$ cat config.mk
export PLATFORM = sky130hd
export DESIGN_NAME = frp_ctrl
export DESIGN_NICKNAME = d
export VERILOG_FILES = /design/src/hw/rtl/frp_pkg.sv /design/src/hw/rtl/frp_ctrl.sv
export SDC_FILE = /design/constraint.sdc
export NUM_CORES = 1
export LEC_CHECK = 0
export BUFFER_PORTS_ARGS = -buffer_cell sky130_fd_sc_hd__clkbuf_2
export CAP_MARGIN = 20
export CORE_MARGIN = 2
export CORE_UTILIZATION = 36
export CTS_CLUSTER_SIZE = 30
export DETAILED_ROUTE_END_ITERATION = 8
export PLACE_DENSITY = 0.68
export SYNTH_ARGS = -nofsm -noshare
export SYNTH_HDL_FRONTEND = slang
export SYNTH_SLANG_ARGS = --single-unit
$ cat constraint.sdc
create_clock -name clock -period 1.9 [get_ports clock]
set_clock_uncertainty 0.2 [all_clocks]
set_input_delay 0.38 -clock clock [delete_from_list [all_inputs] [get_ports clock]]
set_output_delay 0.38 -clock clock [all_outputs]
set_load 0.005 [all_outputs]
$ cat src/hw/rtl/frp_pkg.sv
package frp_pkg;

   localparam int LEN_W    = 32;
   localparam int RADIX_W  = 32;
   localparam int STAGE_W  = 3;
   localparam int CSR_W    = 16;
   localparam int CSR_IDX_W = 1;

   localparam int DEF_LENGTH_BITS = 32;
   localparam int DEF_MAX_STAGES  = 5;
   localparam int DEF_MAX_FACTORS = 32;

   localparam logic [CSR_IDX_W-1:0] CSR_MERGE_LIMIT = 1'd0;
   localparam logic [CSR_IDX_W-1:0] CSR_LEAD_MIN    = 1'd1;

   localparam logic [CSR_W-1:0] MERGE_LIMIT_RST = 16'd32;
   localparam logic [CSR_W-1:0] LEAD_MIN_RST    = 16'd16;

   typedef enum logic [4:0] {
      ST_IDLE,
      ST_SQ,
      ST_CHK,
      ST_DIV,
      ST_DIVEND,
      ST_TAIL,
      ST_PK_START,
      ST_PK_RD,
      ST_PK_EV,
      ST_PK_END,
      ST_SEL_START,
      ST_SEL_RD,
      ST_SEL_EV,
      ST_SEL_END,
      ST_FOLD,
      ST_SORT,
      ST_LEAD,
      ST_OUT,
      ST_ERR
   } state_type;

   typedef enum logic [4:0] {
      OP_NONE,
      OP_LOAD,
      OP_SQ,
      OP_DIV_START,
      OP_DIV_STEP,
      OP_DIV_END,
      OP_TAIL,
      OP_PK_START,
      OP_PK_RD,
      OP_PK_EV,
      OP_PK_END,
      OP_SEL_START,
      OP_SEL_RD,
      OP_SEL_EV,
      OP_SEL_END,
      OP_FOLD,
      OP_SORT,
      OP_LEAD,
      OP_OUT_NEXT
   } dp_op_type;

   typedef struct packed {
      logic len_small;
      logic sq_le;
      logic np_room;
      logic div_last;
      logic rem_zero;
      logic pk_last;
      logic prod_one;
      logic sel_last;
      logic sel_is_max;
      logic ext_final;
      logic ext_done;
      logic sort_last;
      logic out_last;
   } sts_type;

endpackage

$ cat src/hw/rtl/frp_ctrl.sv
module frp_ctrl import frp_pkg::*; (
   input  logic      clock,
   input  logic      reset,
   input  sts_type   sts,
   input  logic      req_valid,
   input  logic      rsp_ready,
   output dp_op_type op,
   output logic      req_ready,
   output logic      rsp_valid
);

   state_type state_ff, state_in;

   always_ff @(posedge clock) begin
      if (reset) begin
         state_ff <= ST_IDLE;
      end else begin
         state_ff <= state_in;
      end
   end

   always_comb begin
      state_in  = state_ff;
      op        = OP_NONE;
      req_ready = 1'b0;
      rsp_valid = 1'b0;
      case (state_ff)
         ST_IDLE: begin
            req_ready = 1'b1;
            if (req_valid) begin
               op       = OP_LOAD;
               state_in = sts.len_small ? ST_ERR : ST_SQ;
            end
         end
         ST_SQ: begin
            op       = OP_SQ;
            state_in = ST_CHK;
         end
         ST_CHK: begin
            if (sts.sq_le && sts.np_room) begin
               op       = OP_DIV_START;
               state_in = ST_DIV;
            end else begin
               state_in = ST_TAIL;
            end
         end
         ST_DIV: begin
            op = OP_DIV_STEP;
            if (sts.div_last) state_in = ST_DIVEND;
         end
         ST_DIVEND: begin
            op       = OP_DIV_END;
            state_in = ST_SQ;
         end
         ST_TAIL: begin
            op       = OP_TAIL;
            state_in = ST_PK_START;
         end
         ST_PK_START: begin
            op       = OP_PK_START;
            state_in = ST_PK_RD;
         end
         ST_PK_RD: begin
            op       = OP_PK_RD;
            state_in = ST_PK_EV;
         end
         ST_PK_EV: begin
            op       = OP_PK_EV;
            state_in = sts.pk_last ? ST_PK_END : ST_PK_RD;
         end
         ST_PK_END: begin
            op       = OP_PK_END;
            state_in = sts.prod_one ? ST_SEL_START : ST_PK_START;
         end
         ST_SEL_START: begin
            op       = OP_SEL_START;
            state_in = ST_SEL_RD;
         end
         ST_SEL_RD: begin
            op       = OP_SEL_RD;
            state_in = ST_SEL_EV;
         end
         ST_SEL_EV: begin
            op       = OP_SEL_EV;
            state_in = sts.sel_last ? ST_SEL_END : ST_SEL_RD;
         end
         ST_SEL_END: begin
            op = OP_SEL_END;
            if (!sts.sel_is_max) state_in = ST_FOLD;
            else if (sts.ext_final) state_in = ST_SORT;
            else state_in = ST_SEL_START;
         end
         ST_FOLD: begin
            op       = OP_FOLD;
            state_in = sts.ext_done ? ST_SORT : ST_SEL_START;
         end
         ST_SORT: begin
            op = OP_SORT;
            if (sts.sort_last) state_in = ST_LEAD;
         end
         ST_LEAD: begin
            op       = OP_LEAD;
            state_in = ST_OUT;
         end
         ST_OUT: begin
            rsp_valid = 1'b1;
            if (rsp_ready) begin
               op = OP_OUT_NEXT;
               if (sts.out_last) state_in = ST_IDLE;
            end
         end
         ST_ERR: begin
            rsp_valid = 1'b1;
            if (rsp_ready) state_in = ST_IDLE;
         end
         default: state_in = ST_IDLE;
      endcase
   end

endmodule

==> flow_metrics.env <==
export IMPL_root_buffer="clkbuf_4"
export IMPL_grt_max_degree=11
export IMPL_power_density_nw_per_um2=1320
export IMPL_syn_avg_cell_area_um2=7.32
export IMPL_stdcell_count=170
export IMPL_cts_tree="done"
export IMPL_antenna_found_initial=0
export IMPL_first_global_vias=894
export IMPL_r2r_end="state_ff[4]"
export IMPL_drt_pass1_iter_count=4
export IMPL_setup_viol=7
export IMPL_yosysTopAreaCell="dfxtp_1"
export IMPL_wl_per_cell_um=14.3
export IMPL_vias_per_cell=5.75
export IMPL_cp_required_ns=1.32
export IMPL_top_register="state_ff"
export IMPL_design_core_area_um2=1960
export IMPL_ys_seq_elements=5
export IMPL_nets=161
export IMPL_drt_iter0_drc=18
export IMPL_clk_pin_slew_worst_paths_ns=0.05
export IMPL_async_flop_share_pct=0
export IMPL_synth_distinct_cells=45
export IMPL_finalMaxSlewViolations=0
export IMPL_wirelength_um=2440
export IMPL_cts_buffers=3
export IMPL_syn_nets=120
export IMPL_placed_cells=159
export IMPL_routed_via_count=977
export IMPL_endpoint_kind="output pin"
export IMPL_start_util_pct=38.5
export IMPL_mostFrequentLayoutCells="clkbuf_2, buf_4, nor2_1, nand2_1, buf_6"
export IMPL_fin_tns_setup_ns=-0.349
export IMPL_leakage_nw=0.498
export IMPL_reg_largest_list="state_ff x5"
export IMPL_violations="negative setup slack"
export IMPL_crit_arrival_ns=1.47
export IMPL_numPortBuffers=22
export IMPL_seq_area_frac_synth_pct=13.3
export IMPL_synth_flop_cell="dfxtp_1"
export IMPL_synth_top_area_share_pct=13.3
export IMPL_drv_cap=0
export IMPL_fp_dieH_um=49.8
export IMPL_rrSetupSlack_ns=0
export IMPL_syn_cell_area_um2=754
export IMPL_dp_hpwl_um=1710
export IMPL_whs_endpoint="state_ff[0]"
export IMPL_reg2reg_from="state_ff[1]"
export IMPL_critPathBufInv=2
export IMPL_fin_ws_ns=-0.146
export IMPL_synthCells=103
export IMPL_gp_congestion=0.902
export IMPL_die_area_um2=2480
export IMPL_cpPeakStageDelay_ns=0.53
export IMPL_startpoint_type="flop"
export IMPL_period_minus_slack_ns=2.05
export IMPL_min_delay_start="reset"
export IMPL_reg2reg_depth=6
export IMPL_cts_sinks=5
export IMPL_ioPinCount=24
export IMPL_cts_buffer_depth=2
export IMPL_tightest_slew_ns=0.365
export IMPL_drcViolationCount=0
export IMPL_hold_path_class="in -> reg"
export IMPL_n_antenna_cell=0
export IMPL_ctsHoldBuffers=0
export IMPL_whs_path_depth=2
export IMPL_grt_usage_pct=20.4
export IMPL_timing_fmax_ghz=0.489
export IMPL_grt_remaining_overflow=0
export IMPL_cp_max_fo=6
export IMPL_area_delta_synth_final_pct=52.9
export IMPL_worstSetupPathType="reg -> out"
export IMPL_rsz0062_at_grt="true"
export IMPL_crit_family="simple AND/OR/NAND/NOR gates"
export IMPL_clock_latency_ns=0.25
export IMPL_fin_crit_sh_pct=108
export IMPL_hold_viol_final=0
export IMPL_grt_first_pass_wirelength_um=3910
export IMPL_synth_edf_count=0
export IMPL_rows=16
export IMPL_synth_area_top_cells="dfxtp_1, nor2_1, buf_2"
export IMPL_largest_reg_flops=5
export IMPL_drive_gt1_share_pct=51.7
export IMPL_slowest_stage="or4_4"
export IMPL_max_slew_margin_pct=75.5
export IMPL_htree_levels=1
export IMPL_chipWidth_um=49.8
export IMPL_synth_warnings=0
export IMPL_ir_worst_vdd_mv=0.801
export IMPL_ant_nets=0
export IMPL_crit_chain="buf_8, or4_4, nor2_4, clkbuf_2"
export IMPL_status="finished with violations"
-- synth_stat cells, types with 3 or more instances --
cell type / instances
nor2_1: 10
buf_2: 7
nand2_1: 7
dfxtp_1: 5
nand3_1: 5
nor3_1: 5
a21oi_1: 4
inv_1: 4
nor2b_1: 4
o21ai_0: 3
o21ai_1: 3
o22ai_1: 3
o311ai_0: 3
-- layer usage --
layer | track usage [%] | vias to the layer above | share of wire (%)
met5 | 0 | - | 0
met4 | 10.6 | 0 | 1.6
met3 | 3.03 | 6 | 5.0
met2 | 32.4 | 35 | 50
met1 | 26.4 | 455 | 43
li1 | - | 481 | -
-- layout make-up --
| cell class | count | area (um2) |
|---|---|---|
| Sequential cell | 5 | 114 |
| Fill cell | 201 | 808 |
| Inverter | 4 | 18.8 |
| Clock buffer | 4 | 26.3 |
| Tap cell | 27 | 33.8 |
| Multi-Input combinational cell | 84 | 644 |
| Timing Repair Buffer | 46 | 317 |
-- report_power, final --
group          internal, mW  switching [mW]  leakage, nW
sequential            0.150          0.0629       0.0439
clock                0.0799          0.0517       0.0150
combinational         0.619           0.555        0.439
-- worst register-to-register path, delay by kind of cell, from the launching register on --
kind                   cells  cell delay (ns)
buffers and inverters      2             0.26
DFF                        1             0.36
and+or+nand+nor            1             0.12
muxes                      1             0.52
AOI/OAI and AO/OA          2             0.38
-- what timing repair did --
action | in CTS | in global routing
pin swaps | 5 | 12
buffers inserted | 3 | 6
endpoints found under the setup margin | 7 | 11
gates resized for setup | 13 | 23
-- worst max-delay path by stage --
stage / depth (start not counted) / to / from
final: 4 / req_ready / state_ff[1]
after global routing: 4 / req_ready / state_ff[1]
after global placement: 5 / op[0] / state_ff[3]
after detailed placement: 6 / state_ff[2] / state_ff[3]
after floorplan: 6 / op[0] / state_ff[3]
after CTS: 4 / req_ready / state_ff[1]
-- cells by family (layout without fill, tap and decap cells) --
logic type / after synthesis / count (layout) / synth area share, %
AO/OA/AOI/OAI: 37 / 37 / 39.1
XOR/XNOR: 2 / 2 / 2.32
buffers and inverters: 14 / 54 / 9.62
flip-flops: 5 / 5 / 13.3
multiplexers: 1 / 1 / 2.98
AND/OR/NAND/NOR: 44 / 44 / 32.7
-- metrics by stage --
step           power, mW  hold WS [ns]  utilization [%]  worst slack [ns]  area (um2)
6_report            1.52         0.204             58.8            -0.146        1150
5_1_grt             1.63         0.209             58.8            -0.172        1150
4_1_cts             1.31         0.199             53.6            -0.138        1050
3_5_place_dp        1.08         0.459             49.4            0.0215         968
3_3_place_gp        1.07         0.463             49.4            0.0369         968
2_1_floorplan      0.815         0.246                -            0.0265         754
Note: power is estimated with default switching activity, not from simulation.
